[src/sv/rpc_pkg.sv]
// Shared types and constants for the RC PWM pulse width capture block.
// Used by every module of the block but rpc_chan_ram; depends on nothing.
`default_nettype none

package rpc_pkg;

	localparam int CHAN_W     = 3;
	localparam int CAPT_W     = 32;
	localparam int WIDTH_W    = 15;
	localparam int WIN_W      = 10;
	localparam int MIRROR_W   = 17;
	localparam int CFG_IDX_W  = 4;
	localparam int CFG_DATA_W = 15;

	// Result queue: holds every item that can be in flight behind the input.
	localparam int OUT_DEPTH = 4;
	localparam int OUT_PTR_W = 2;
	localparam int OUT_CNT_W = 3;

	localparam logic [WIDTH_W-1:0] WIDTH_MAX = 15'h7FFF;

	localparam logic [WIDTH_W-1:0] MIN_WIDTH_RST    = 15'd989;
	localparam logic [WIDTH_W-1:0] MID_WIDTH_RST    = 15'd1500;
	localparam logic [WIDTH_W-1:0] MAX_WIDTH_RST    = 15'd2013;
	localparam logic [WIN_W-1:0]   MATCH_WINDOW_RST = 10'd30;

	typedef enum logic [CFG_IDX_W-1:0] {
		CFG_MIN_WIDTH    = 4'd0,
		CFG_MID_WIDTH    = 4'd1,
		CFG_MAX_WIDTH    = 4'd2,
		CFG_MATCH_WINDOW = 4'd3
	} cfg_idx_t;

	typedef struct packed {
		logic [WIDTH_W-1:0] min_width;
		logic [WIDTH_W-1:0] mid_width;
		logic [WIDTH_W-1:0] max_width;
		logic [WIN_W-1:0]   match_window;
	} cfg_t;

	// Channel state after the update, handed from the update stage to evaluation.
	typedef struct packed {
		logic               valid;
		logic [CHAN_W-1:0]  chan;
		logic               done;
		logic [WIDTH_W-1:0] width;
		logic               next_falling;
	} upd_t;

	// One result beat, last field in the lowest bits.
	typedef struct packed {
		logic [MIRROR_W-1:0] mirrored_width;
		logic                near_max;
		logic                near_mid;
		logic                near_min;
		logic                next_falling;
		logic [WIDTH_W-1:0]  pulse_width;
		logic                pulse_done;
		logic [CHAN_W-1:0]   out_channel;
	} result_t;

endpackage

`default_nettype wire

[src/sv/rpc_chan_ram.sv]
// Per-channel state memory: one write port, one read port, registered read data.
// Stand-alone; no package use.
`default_nettype none

module rpc_chan_ram #(
	parameter int DEPTH = 6,
	parameter int AW    = 3,
	parameter int DW    = 47
) (
	input  wire logic          clk,
	input  wire logic          rd_en,
	input  wire logic [AW-1:0] rd_addr,
	output logic      [DW-1:0] rd_data_q,
	input  wire logic          wr_en,
	input  wire logic [AW-1:0] wr_addr,
	input  wire logic [DW-1:0] wr_data
);

	logic [DW-1:0] mem [DEPTH];

	always_ff @(posedge clk) begin
		if (wr_en) begin
			mem[wr_addr] <= wr_data;
		end
		if (rd_en) begin
			rd_data_q <= mem[rd_addr];
		end
	end

endmodule

`default_nettype wire

[src/sv/rpc_update.sv]
// Read-modify-write of per-channel capture state, with forwarding of the last write.
// Uses rpc_pkg and instantiates rpc_chan_ram.
`default_nettype none

module rpc_update #(
	parameter int NUM_CHANNELS = 6,
	parameter int COUNTER_BITS = 32
) (
	input  wire logic                       clk,
	input  wire logic                       arst_n,
	input  wire logic                       in_valid,
	input  wire logic [rpc_pkg::CHAN_W-1:0] in_chan,
	input  wire logic [COUNTER_BITS-1:0]    in_count,
	output rpc_pkg::upd_t                   upd_s2
);

	localparam int AW = (NUM_CHANNELS > 1) ? $clog2(NUM_CHANNELS) : 1;
	localparam int WW = rpc_pkg::WIDTH_W;
	localparam int DW = COUNTER_BITS + WW;

	logic                       valid_s1;
	logic [rpc_pkg::CHAN_W-1:0] chan_s1;
	logic [COUNTER_BITS-1:0]    count_s1;

	logic [AW+rpc_pkg::CHAN_W-1:0] in_chan_wide;
	logic [AW+rpc_pkg::CHAN_W-1:0] chan_wide_s1;
	logic [AW-1:0]                 in_addr;
	logic [AW-1:0]                 addr_s1;

	logic [DW-1:0] rd_data;
	logic [DW-1:0] cur_entry;
	logic [DW-1:0] wr_data;

	logic          fwd_valid_q;
	logic [AW-1:0] fwd_addr_q;
	logic [DW-1:0] fwd_entry_q;

	logic [NUM_CHANNELS-1:0] awaiting_fall_q;
	logic [NUM_CHANNELS-1:0] width_valid_q;

	logic [COUNTER_BITS-1:0] cur_rise;
	logic [WW-1:0]           cur_width;
	logic [COUNTER_BITS-1:0] diff;
	logic [WW-1:0]           sat_width;
	logic [WW-1:0]           new_width;
	logic [COUNTER_BITS-1:0] new_rise;
	logic                    falling;

	assign in_chan_wide = (AW + rpc_pkg::CHAN_W)'(in_chan);
	assign chan_wide_s1 = (AW + rpc_pkg::CHAN_W)'(chan_s1);
	assign in_addr      = in_chan_wide[AW-1:0];
	assign addr_s1      = chan_wide_s1[AW-1:0];

	rpc_chan_ram #(
		.DEPTH(NUM_CHANNELS),
		.AW   (AW),
		.DW   (DW)
	) u_ram (
		.clk      (clk),
		.rd_en    (in_valid),
		.rd_addr  (in_addr),
		.rd_data_q(rd_data),
		.wr_en    (valid_s1),
		.wr_addr  (addr_s1),
		.wr_data  (wr_data)
	);

	// The read for this item was issued on the same edge as the previous write.
	always_comb begin
		cur_entry = rd_data;
		if (fwd_valid_q && fwd_addr_q == addr_s1) begin
			cur_entry = fwd_entry_q;
		end
	end

	assign cur_rise  = cur_entry[DW-1:WW];
	assign cur_width = width_valid_q[addr_s1] ? cur_entry[WW-1:0] : '0;
	assign falling   = awaiting_fall_q[addr_s1];

	assign diff      = count_s1 - cur_rise;
	assign sat_width = (|diff[COUNTER_BITS-1:WW]) ? rpc_pkg::WIDTH_MAX : diff[WW-1:0];

	// Keep the old width when the counter wrapped or did not advance between the edges.
	assign new_width = (falling && count_s1 > cur_rise) ? sat_width : cur_width;
	assign new_rise  = falling ? cur_rise : count_s1;
	assign wr_data   = {new_rise, new_width};

	always_ff @(posedge clk) begin
		if (in_valid) begin
			chan_s1  <= in_chan;
			count_s1 <= in_count;
		end
		fwd_addr_q      <= addr_s1;
		fwd_entry_q     <= wr_data;
	end

	always_ff @(posedge clk or negedge arst_n) begin
		if (!arst_n) begin
			valid_s1        <= 1'b0;
			fwd_valid_q     <= 1'b0;
			awaiting_fall_q <= '0;
			width_valid_q   <= '0;
			upd_s2          <= '0;
		end else begin
			valid_s1            <= in_valid;
			fwd_valid_q         <= valid_s1;
			upd_s2.valid        <= valid_s1;
			upd_s2.chan         <= chan_s1;
			upd_s2.done         <= falling;
			upd_s2.width        <= new_width;
			upd_s2.next_falling <= ~falling;
			if (valid_s1) begin
				awaiting_fall_q[addr_s1] <= ~falling;
				width_valid_q[addr_s1]   <= 1'b1;
			end
		end
	end

endmodule

`default_nettype wire

[src/sv/rpc_eval.sv]
// Match flags and mirrored width for one updated channel.
// Uses rpc_pkg types.
`default_nettype none

module rpc_eval (
	input  wire rpc_pkg::cfg_t cfg,
	input  wire rpc_pkg::upd_t upd,
	output rpc_pkg::result_t   res
);

	localparam int MW = rpc_pkg::MIRROR_W;

	logic signed [MW-1:0] w_s;
	logic signed [MW-1:0] h_s;
	logic signed [MW-1:0] min_s;
	logic signed [MW-1:0] mid_s;
	logic signed [MW-1:0] max_s;

	assign w_s   = signed'(MW'(upd.width));
	assign h_s   = signed'(MW'(cfg.match_window));
	assign min_s = signed'(MW'(cfg.min_width));
	assign mid_s = signed'(MW'(cfg.mid_width));
	assign max_s = signed'(MW'(cfg.max_width));

	always_comb begin
		res.out_channel    = upd.chan;
		res.pulse_done     = upd.done;
		res.pulse_width    = upd.width;
		res.next_falling   = upd.next_falling;
		// Open window: strictly between ref - window and ref + window.
		res.near_min       = (w_s > min_s - h_s) && (w_s < min_s + h_s);
		res.near_mid       = (w_s > mid_s - h_s) && (w_s < mid_s + h_s);
		res.near_max       = (w_s > max_s - h_s) && (w_s < max_s + h_s);
		res.mirrored_width = MW'({1'b0, cfg.mid_width, 1'b0}) - MW'(upd.width);
	end

endmodule

`default_nettype wire

[src/sv/rpc_out_fifo.sv]
// Result queue between the update pipeline and the output channel.
// Uses rpc_pkg for the result type and depth constants.
`default_nettype none

module rpc_out_fifo (
	input  wire logic             clk,
	input  wire logic             arst_n,
	input  wire logic             push,
	input  wire rpc_pkg::result_t push_data,
	input  wire logic             pop,
	output rpc_pkg::result_t      head,
	output logic                  not_empty
);

	rpc_pkg::result_t                 slot_q [rpc_pkg::OUT_DEPTH];
	logic [rpc_pkg::OUT_PTR_W-1:0]    wr_ptr_q;
	logic [rpc_pkg::OUT_PTR_W-1:0]    rd_ptr_q;
	logic [rpc_pkg::OUT_CNT_W-1:0]    cnt_q;
	logic                             do_pop;

	assign not_empty = (cnt_q != '0);
	assign head      = slot_q[rd_ptr_q];
	assign do_pop    = pop && not_empty;

	always_ff @(posedge clk) begin
		if (push) begin
			slot_q[wr_ptr_q] <= push_data;
		end
	end

	always_ff @(posedge clk or negedge arst_n) begin
		if (!arst_n) begin
			wr_ptr_q <= '0;
			rd_ptr_q <= '0;
			cnt_q    <= '0;
		end else begin
			if (push) begin
				wr_ptr_q <= wr_ptr_q + 1'b1;
			end
			if (do_pop) begin
				rd_ptr_q <= rd_ptr_q + 1'b1;
			end
			case ({push, do_pop})
				2'b10:   cnt_q <= cnt_q + 1'b1;
				2'b01:   cnt_q <= cnt_q - 1'b1;
				default: cnt_q <= cnt_q;
			endcase
		end
	end

endmodule

`default_nettype wire

[src/sv/rc_pwm_pulse_width_capture.sv]
// Top level of the multi-channel RC PWM pulse width capture block.
// Uses rpc_pkg; instantiates rpc_update, rpc_eval and rpc_out_fifo.
//
//   channel   direction  beat contents (low bit first)
//   s_*       in         channel[2:0], capture_value[34:3]
//   m_*       out        tdata: out_channel, pulse_width, next_falling,
//                        near_min, near_mid, near_max, mirrored_width;
//                        tuser: pulse_done
//   cfg_*     in         write of min_width, mid_width, max_width, match_window
//
// One capture event per cycle, sustained while m_* takes results. A result is
// offered on m_* once its event has gone through the pipeline: the state
// memory read feeds the read-modify-write stage, then the match evaluation
// writes the result queue. Back-to-back events on the same channel are served
// by forwarding the last write. Reset clears the edge phase and width of every
// channel at once; no clearing pass. Stalls on m_* fill the four-entry result
// queue; s_tready drops once four events are in flight.
// Events for channels at or above NUM_CHANNELS are taken and dropped.
`default_nettype none

module rc_pwm_pulse_width_capture #(
	parameter int NUM_CHANNELS = 6,
	parameter int COUNTER_BITS = 32
) (
	input  wire logic        clk,
	input  wire logic        arst_n,
	input  wire logic        s_tvalid,
	output logic             s_tready,
	input  wire logic [39:0] s_tdata,    // channel[2:0], capture_value[34:3]
	output logic             m_tvalid,
	input  wire logic        m_tready,
	output logic      [39:0] m_tdata,    // out_channel[2:0], pulse_width[17:3],
	                                     // next_falling[18], near_min[19], near_mid[20],
	                                     // near_max[21], mirrored_width[38:22]
	output logic             m_tuser,    // pulse_done
	input  wire logic        cfg_wen,
	input  wire logic [3:0]  cfg_index,
	input  wire logic [14:0] cfg_data
);

	localparam int CW = rpc_pkg::CHAN_W;

	rpc_pkg::cfg_t    cfg_q;
	rpc_pkg::upd_t    upd_s2;
	rpc_pkg::result_t res;
	rpc_pkg::result_t head;

	logic [CW-1:0]                 in_chan;
	logic [rpc_pkg::CAPT_W-1:0]    in_capt;
	logic [CW+4:0]                 in_chan_wide;
	logic                          in_range;
	logic                          take;
	logic                          give;
	logic [rpc_pkg::OUT_CNT_W-1:0] inflight_q;

	// Unpack the input beat; keep only the counter's live bits.
	assign in_chan      = s_tdata[CW-1:0];
	assign in_capt      = s_tdata[CW+rpc_pkg::CAPT_W-1:CW];
	assign in_chan_wide = (CW + 5)'(in_chan);
	assign in_range     = in_chan_wide < (CW + 5)'(NUM_CHANNELS);

	// Admit a beat only while the result queue can absorb everything in flight.
	assign s_tready = (inflight_q < rpc_pkg::OUT_CNT_W'(rpc_pkg::OUT_DEPTH));
	assign take     = s_tvalid && s_tready && in_range;
	assign give     = m_tvalid && m_tready;

	always_ff @(posedge clk or negedge arst_n) begin
		if (!arst_n) begin
			inflight_q <= '0;
		end else begin
			case ({take, give})
				2'b10:   inflight_q <= inflight_q + 1'b1;
				2'b01:   inflight_q <= inflight_q - 1'b1;
				default: inflight_q <= inflight_q;
			endcase
		end
	end

	// Configuration registers; unknown indexes are dropped.
	always_ff @(posedge clk or negedge arst_n) begin
		if (!arst_n) begin
			cfg_q.min_width    <= rpc_pkg::MIN_WIDTH_RST;
			cfg_q.mid_width    <= rpc_pkg::MID_WIDTH_RST;
			cfg_q.max_width    <= rpc_pkg::MAX_WIDTH_RST;
			cfg_q.match_window <= rpc_pkg::MATCH_WINDOW_RST;
		end else if (cfg_wen) begin
			unique case (rpc_pkg::cfg_idx_t'(cfg_index))
				rpc_pkg::CFG_MIN_WIDTH:    cfg_q.min_width    <= cfg_data;
				rpc_pkg::CFG_MID_WIDTH:    cfg_q.mid_width    <= cfg_data;
				rpc_pkg::CFG_MAX_WIDTH:    cfg_q.max_width    <= cfg_data;
				rpc_pkg::CFG_MATCH_WINDOW: cfg_q.match_window <= cfg_data[rpc_pkg::WIN_W-1:0];
				default: ;
			endcase
		end
	end

	rpc_update #(
		.NUM_CHANNELS(NUM_CHANNELS),
		.COUNTER_BITS(COUNTER_BITS)
	) u_update (
		.clk     (clk),
		.arst_n  (arst_n),
		.in_valid(take),
		.in_chan (in_chan),
		.in_count(in_capt[COUNTER_BITS-1:0]),
		.upd_s2  (upd_s2)
	);

	rpc_eval u_eval (
		.cfg(cfg_q),
		.upd(upd_s2),
		.res(res)
	);

	rpc_out_fifo u_out_fifo (
		.clk      (clk),
		.arst_n   (arst_n),
		.push     (upd_s2.valid),
		.push_data(res),
		.pop      (m_tready),
		.head     (head),
		.not_empty(m_tvalid)
	);

	// Pulse completion travels as tuser; the rest packs into tdata.
	assign m_tuser = head.pulse_done;
	assign m_tdata = {1'b0, head.mirrored_width, head.near_max, head.near_mid,
		head.near_min, head.next_falling, head.pulse_width, head.out_channel};

endmodule

`default_nettype wire

[config.mk]
export PLATFORM = sky130hd
export DESIGN_NAME = rc_pwm_pulse_width_capture
export DESIGN_NICKNAME = d
export VERILOG_FILES = /design/src/sv/rpc_pkg.sv /design/src/sv/rpc_chan_ram.sv /design/src/sv/rpc_update.sv /design/src/sv/rpc_eval.sv /design/src/sv/rpc_out_fifo.sv /design/src/sv/rc_pwm_pulse_width_capture.sv
export SDC_FILE = /design/constraint.sdc
export NUM_CORES = 1
export LEC_CHECK = 0
export BUFFER_PORTS_ARGS = -buffer_cell sky130_fd_sc_hd__buf_2
export CORE_MARGIN = 1
export CORE_UTILIZATION = 50
export DETAILED_ROUTE_END_ITERATION = 12
export PLACE_DENSITY = 0.66
export SLEW_MARGIN = 20
export SYNTH_ARGS = -nofsm -noshare
export SYNTH_HDL_FRONTEND = slang
export SYNTH_SLANG_ARGS = --single-unit
[constraint.sdc]
create_clock -name clk -period 11.3 [get_ports clk]
set_input_delay 2.26 -clock clk [delete_from_list [all_inputs] [get_ports clk]]
set_output_delay 2.26 -clock clk [all_outputs]
set_load 0.01 [all_outputs]
Word level (Yosys, flattened, before mapping)
Memories as Yosys holds them, arrays and structs flattened. A register that Yosys moved wholly into a read port is not among the register bits.
Cells that the tools add are included.
{ "totals": {"register_bits": 184, "ramBits": 442, "input_bits": 64, "output_inout_bits": 43, "wordCells": 93, "n_memories": 2} }
{ "op_classes": {"n_addsub": 14, "n_lt_le_gt_ge": 11, "eq_ne": 8, "muxes": 18, "bitwise_logic": 2, "reduce_logical": 18} }
{ "memory_table": {"columns": ["memory", "words", "word_bits", "rd", "rd_clocked_by_memory_dff", "write_ports", "line", "rtl"], "rows": [
  ["u_update.u_ram.mem", 6, 47, 1, 1, 1, "rpc_chan_ram.sv:19", "logic [DW-1:0] mem [DEPTH];"],
  ["u_out_fifo.slot_q", 4, 40, 1, 0, 1, "rpc_out_fifo.sv:15", "rpc_pkg::result_t slot_q [rpc_pkg::OUT_DEPTH];"]
]} }
{ "ops": {"columns": ["operator", "n"], "rows": [
  ["$gt A16 B17 Y1", 3],
  ["$lt A16 B17 Y1", 3],
  ["$add A15 B10 Y16", 3],
  ["$sub A15 B10 Y16", 3],
  ["$mux W47", 1],
  ["$mux W15", 3],
  ["$gt A32 B32 Y1", 1],
  ["$mux W32", 1],
  ["$sub A32 B32 Y32", 1],
  ["$reduce_or A17 Y1", 1],
  ["$sub A16 B15 Y17", 1],
  ["$pmux W3 S2", 2],
  ["$logic_and A1 B1 Y1", 9],
  ["$eq A4 B2 Y1 const B", 2],
  ["$reduce_and A2 Y1", 4],
  ["$mux W1", 7],
  ["$add A3 B1 Y3 const B", 2],
  ["$bmux W1 S3", 2],
  ["$bwmux W6", 1],
  ["$lt A3 B3 Y1 const B", 2],
  ["$or A6 B6 Y6", 1],
  ["$sub A3 B1 Y3 const B", 2],
  ["$add A2 B1 Y2 const B", 2],
  ["$eq A2 B1 Y1 const B", 2],
  ["other kinds (10)", 12]
]} }

Depth between registers and ports, before layout
{ "depth": {"depth_word": 7, "depth_mapped": 25, "depth_no_buf": 25} }

Modules after synthesis
A second synthesis with hierarchy kept.
{ "hier_totals": {"cells_unflattened": 2527, "area_unflattened_um2": 34109.0} }
{ "by_module_without_submodules": {"columns": ["module", "n_inst", "cells_per_inst", "area_per_inst_um2", "seq_area_each_um2"], "rows": [
  ["rpc_chan_ram", 1, 607, 12430.7, 9879.5],
  ["rpc_update", 1, 733, 7050.5, 2902.8],
  ["rpc_out_fifo", 1, 246, 6227.2, 4979.8],
  ["rpc_eval", 1, 799, 5973.2, 0.0],
  ["rc_pwm_pulse_width_capture", 1, 142, 2427.3, 1486.4]
]} }

Worst setup path after synthesis
Ideal clock, no wire load.
{ "synth_path": {"path_kind": "register to register", "start": "reg u_update.chan_s1 (netlist bit u_update.addr_s1[0])", "end": "mem u_update.u_ram.mem[0][13] (data pin)", "setup_ns": 0.309, "t_arrival_ns": 5.327, "required_ns": 10.991, "setup_slack_ns": 5.664, "path_stages_with_launch": 21, "path_buffers": 6, "period_less_slack_ns": 5.636, "cell_sequence": "edfxtp_1 > buf_2 > xor2_2 > or4_1 > buf_4 > buf_6 > clkbuf_1 > clkbuf_1 > mux2i_1 > ha_1 > a21o_1 > a21o_1 > a21oi_1 > o221ai_1 > a221oi_1 > mux2i_1 > o31a_1 > o2111ai_1 > nor4_4 > buf_2 > a31oi_1"} }
{ "synth_between": {"elab_chain_cells": 7, "word_cells_on_any_way": 14, "cone_classes": "add/sub (1); order compare (1); eq/ne (1); mux (8); reduce/logical (3)"} }
{ "synth_rtl": {"columns": ["element", "line", "rtl"], "rows": [
  ["from (decl)", "rpc_update.sv:22", "logic [rpc_pkg::CHAN_W-1:0] chan_s1;"],
  ["from (signal assigned)", "rpc_update.sv:90", "chan_s1 <= in_chan;"],
  ["$eq A3 B3 Y1", "rpc_update.sv:71", "if (fwd_valid_q && fwd_addr_q == addr_s1) begin"],
  ["$logic_and A1 B1 Y1", "rpc_update.sv:71", null],
  ["$mux W47", "rpc_update.sv:71", null],
  ["$sub A32 B32 Y32", "rpc_update.sv:80", "assign diff = count_s1 - cur_rise;"],
  ["$reduce_or A17 Y1", "rpc_update.sv:81", "assign sat_width = (|diff[COUNTER_BITS-1:WW]) ? rpc_pkg::WIDTH_MAX : diff[WW-1:0];"],
  ["$mux W15", "rpc_update.sv:81", null],
  ["$mux W15 (*)", "rpc_update.sv:84", "assign new_width = (falling && count_s1 > cur_rise) ? sat_width : cur_width;"],
  ["named net u_update.new_width[13]", "rpc_update.sv:45", "logic [WW-1:0] new_width;"],
  ["to (decl)", "rpc_chan_ram.sv:19", null]
]} }
Mark *: on every way through the listed nets, which the timed path passes. The rest lies on a longest branch. The select of a mux whose other input is x is not followed.

Worst setup path in the final report
{ "layout_path": {"start": "reg u_update.chan_s1 (netlist bit u_update.addr_s1[2])", "end": "mem u_update.u_ram.mem[0][3] (data pin)"} }
Same word-level chain as after synthesis.

==> results.sh <==
export IMPL_max_cap_viol_count=0
export IMPL_totalPowerFinal_mw=8.998
export IMPL_cts_hold_buf=0
export IMPL_ant_nets=0
export IMPL_drc=0
export IMPL_initial_core_util_pct=50.83
export IMPL_routabilityCongestion=0.9086
export IMPL_slew_violations=0
export IMPL_drt_pass1_iter_count=7
export IMPL_grt_setup_unrepaired="false"
export IMPL_ys_seq_area_share_pct=59.33
export IMPL_insertion_delay_ns=0.62
export IMPL_drt_iter0_markers=1261
export IMPL_finalNonFillerCells=3336
export IMPL_synth_edf_count=520
export IMPL_coreArea_um2=63430
export IMPL_critPathRequiredTime_ns=11.50
export IMPL_fin_setup_tns_ns=0
export IMPL_fin_nets=2696
export IMPL_seq_power_share_pct=40.9
export IMPL_syn_nets=2590
export IMPL_die_w_um=255.9
export IMPL_die_h_um=255.9
export IMPL_tightestPinTransition_ns=1.128
export IMPL_fin_skew_ns=0.03057
export IMPL_finalCriticalPeriod_ns=7.407
export IMPL_leakage_nw=13.70
export IMPL_via_per_inst=5.716
export IMPL_ir_drop_v=0.0001379
export IMPL_cts_max_path_buffers=3
export IMPL_root_buffer="clkbuf_16"
export IMPL_timing_final_hold_violations=0
export IMPL_path_class="reg -> reg"
export IMPL_grt_antenna_before_repair=0
export IMPL_sw_frac_of_total_pct=34.29
export IMPL_status="finished clean"
export IMPL_yosys_most_used_dff="edfxtp_1"
export IMPL_routed_wl_um=71470
export IMPL_overflow=0
export IMPL_grt_pass1_wl_um=111900
export IMPL_syn_inst=2325
export IMPL_cts_buffers=72
export IMPL_layout_setup_ws_ns=3.893
export IMPL_worstHoldPathType="reg -> reg"
export IMPL_cp_start_kind="flip-flop"
export IMPL_dp_cells=3203
export IMPL_io_pins=107
export IMPL_place_ws_ns=3.988
export IMPL_combPwrFrac_pct=33.8
export IMPL_relSlewSlack_pct=24.20
export IMPL_cts_setup_buffers=0
export IMPL_setup_viol=0
export IMPL_vias=19070
export IMPL_p_clk_share_pct=25.3
export IMPL_synth_seq_cells=669
export IMPL_antenna_cells=0
export IMPL_yosys_warnings=0
export IMPL_drive_gt1_share_pct=17.51
export IMPL_clock_sinks=669
export IMPL_clk_pin_slew_ns=0.06
export IMPL_p_int_mw=5.913
export IMPL_port_buffers=100
export IMPL_synth_area_um2=32240
export IMPL_crit_fanout=34
export IMPL_ctsResizeCount=0
export IMPL_grt_total_usage_pct=22.01
export IMPL_final_period_utilization_pct=65.55
export IMPL_clock_fmax_ghz=0.1350
export IMPL_htree_levels=3
export IMPL_place_detailed_hpwl_um=45900
export IMPL_wl_per_cell_um=21.42
export IMPL_grt_start_max_net_pins=72
export IMPL_async_reset_ff_share_pct=14.80
export IMPL_cts_tree="built"
export IMPL_n_fill_cell=5069
export IMPL_p_per_area_nw_per_um2=250.3
export IMPL_dieArea_um2=65500
export IMPL_grt_pass1_vias=19230
export IMPL_syn_avg_cell_area_um2=13.87
export IMPL_rows=92
export IMPL_critPathArrivalTime_ns=7.60
export IMPL_syn2layout_area_growth_pct=11.50
export IMPL_crit_path_end_kind="flip-flop"
export IMPL_yosysUniqueCellTypes=81
export IMPL_p_switching_mw=3.086
-- power by group through the flow --
| stage | registers (mW) | logic (mW) | clock network (mW) |
|---|---|---|---|
| final | 3.68 | 3.05 | 2.28 |
| after floorplan | 3.52 | 2.24 | 0 |
| after CTS | 3.68 | 3.04 | 2.33 |
| after global placement | 3.71 | 2.92 | 0 |
| after detailed placement | 3.73 | 3.01 | 0 |
| after global routing | 3.72 | 3.39 | 2.42 |
-- metrics by stage --
stage          util, %  instance area (µm²)  hold WS, ns
3_3_place_gp     53.06                33650       0.4213
2_1_floorplan        -                32240       0.3611
4_1_cts          56.68                35950       0.4367
5_1_grt          56.68                35950       0.4759
3_5_place_dp     53.06                33650       0.4229
6_report         56.68                35950       0.4380
-- flip-flops by register name, summed over array words and instances (netlist names) --
register	count
u_update.fwd_addr_q	3
u_update.u_ram.rd_data_q	47
u_update.count_s1	32
u_out_fifo.slot_q	156
u_update.u_ram.mem	282
u_out_fifo.wr_ptr_q	2
u_update.fwd_entry_q	47
cfg_q	55
u_update.valid_s1	1
u_out_fifo.cnt_q	3
u_update.upd_s2	21
u_update.awaiting_fall_q	6
u_update.width_valid_q	6
u_update.addr_s1	3
inflight_q	3
u_out_fifo.rd_ptr_q	2
-- cell usage in the layout (no fill, tap or decap), types with 15 or more instances in the layout --
cell,n
a21o_1,29
a21oi_1,134
a31oi_1,22
buf_2,97
buf_4,20
clkbuf_1,28
clkbuf_16,74
dfrtp_1,69
dfstp_2,28
dfxtp_1,50
edfxtp_1,520
ha_1,191
inv_1,111
mux2_2,54
mux2i_1,95
mux4_2,86
nand2_1,110
nand2b_1,27
nand3_1,28
nand4_1,23
nor2_1,126
nor2b_1,23
nor3_1,15
o21a_1,64
o21ai_0,105
o21bai_1,20
xnor2_1,68
xor2_1,43
-- metal layers --
metal	wire [µm]	GRT usage (%)
met1	33550	32.01
met2	32830	34.60
met5	0	0
met3	3775	3.317
met4	1313	5.905
-- layout make-up --
class	instances	area [µm²]	share of cell area, %
sequential	669	19130	53.22
clock inverter	25	259.0	0.7204
multi-input combinational	1456	12380	34.44
timing repair buffer	118	646.9	1.799
tap	846	1059	2.944
inverter	114	432.9	1.204
clock buffer	108	2039	5.673
-- synth_stat cells, types with 7 or more instances --
cell / count / area (µm²)
edfxtp_1: 520 / 15610
o21ai_0: 106 / 530.5
inv_1: 114 / 427.9
nand4_1: 23 / 143.9
a31oi_1: 22 / 137.6
nor3b_1: 7 / 52.55
and2_1: 12 / 75.07
o21a_1: 64 / 480.5
a21oi_1: 134 / 670.6
o21bai_1: 20 / 150.1
nand2b_1: 27 / 168.9
a211oi_1: 7 / 52.55
nand2_1: 110 / 412.9
and3_1: 10 / 62.56
xnor2_1: 68 / 595.6
mux2_2: 54 / 608.1
fa_1: 10 / 200.2
dfrtp_1: 71 / 1777
nor3_1: 18 / 90.09
mux4_2: 86 / 1937
or2_2: 9 / 56.30
mux2i_1: 95 / 950.9
dfxtp_1: 50 / 1001
nor2b_1: 24 / 150.1
dfstp_2: 28 / 735.7
or4_1: 11 / 82.58
nor4_1: 8 / 50.05
buf_1: 13 / 48.80
xor2_1: 43 / 376.6
ha_1: 191 / 2390
o211ai_1: 12 / 90.09
or3_1: 8 / 50.05
nand3_1: 28 / 140.1
a21o_1: 29 / 217.7
nor2_1: 127 / 476.7
a21boi_0: 10 / 75.07
clkbuf_1: 63 / 236.5
-- critical path, cell delays in order, from the launching register on --
cell       delay [ns]
edfxtp_1         0.70
xor2_2           0.53
or4_4            0.48
buf_4            0.62
mux2i_1          0.32
ha_1             0.35
a21o_1           0.25
a21o_1           0.22
a21oi_1          0.31
o221ai_1         0.27
a221oi_1         0.48
nor2_1           0.07
a2111oi_0        0.63
nand4_1          0.26
nor4_4           0.96
a31oi_1          0.49
-- cell families (layout without fill, tap and decap cells) --
| family | after synthesis | count (layout) | synth area share (%) |
|---|---|---|---|
| other | 1 | 1 | 0.01163 |
| adders and majority gates | 206 | 206 | 8.188 |
| muxes | 240 | 240 | 11.12 |
| buffers and inverters | 200 | 365 | 2.449 |
| and+or+nand+nor | 430 | 430 | 6.551 |
| DFF | 669 | 669 | 59.33 |
| AOI/OAI and AO/OA | 464 | 464 | 9.131 |
| xor gates and xnor gates | 115 | 115 | 3.217 |
-- path summary, 6_finish.rpt --
check	start	end	slack (ns)	cells past startpoint
worst min-delay path	u_update.valid_s1	u_update.upd_s2[20]	0.44	0
worst min register to register	u_update.valid_s1	u_update.upd_s2[20]	0.44	0
worst max-delay path	u_update.addr_s1[2]	u_update.u_ram.mem[0][3]	3.89	15
min in group asynchronous	arst_n	cfg_q[15]	1.66	1
worst max register to register	u_update.addr_s1[2]	u_update.u_ram.mem[0][3]	3.89	15
max in group asynchronous	arst_n	u_out_fifo.rd_ptr_q[1]	8.32	2
Note: power is estimated with default switching activity, not from simulation.
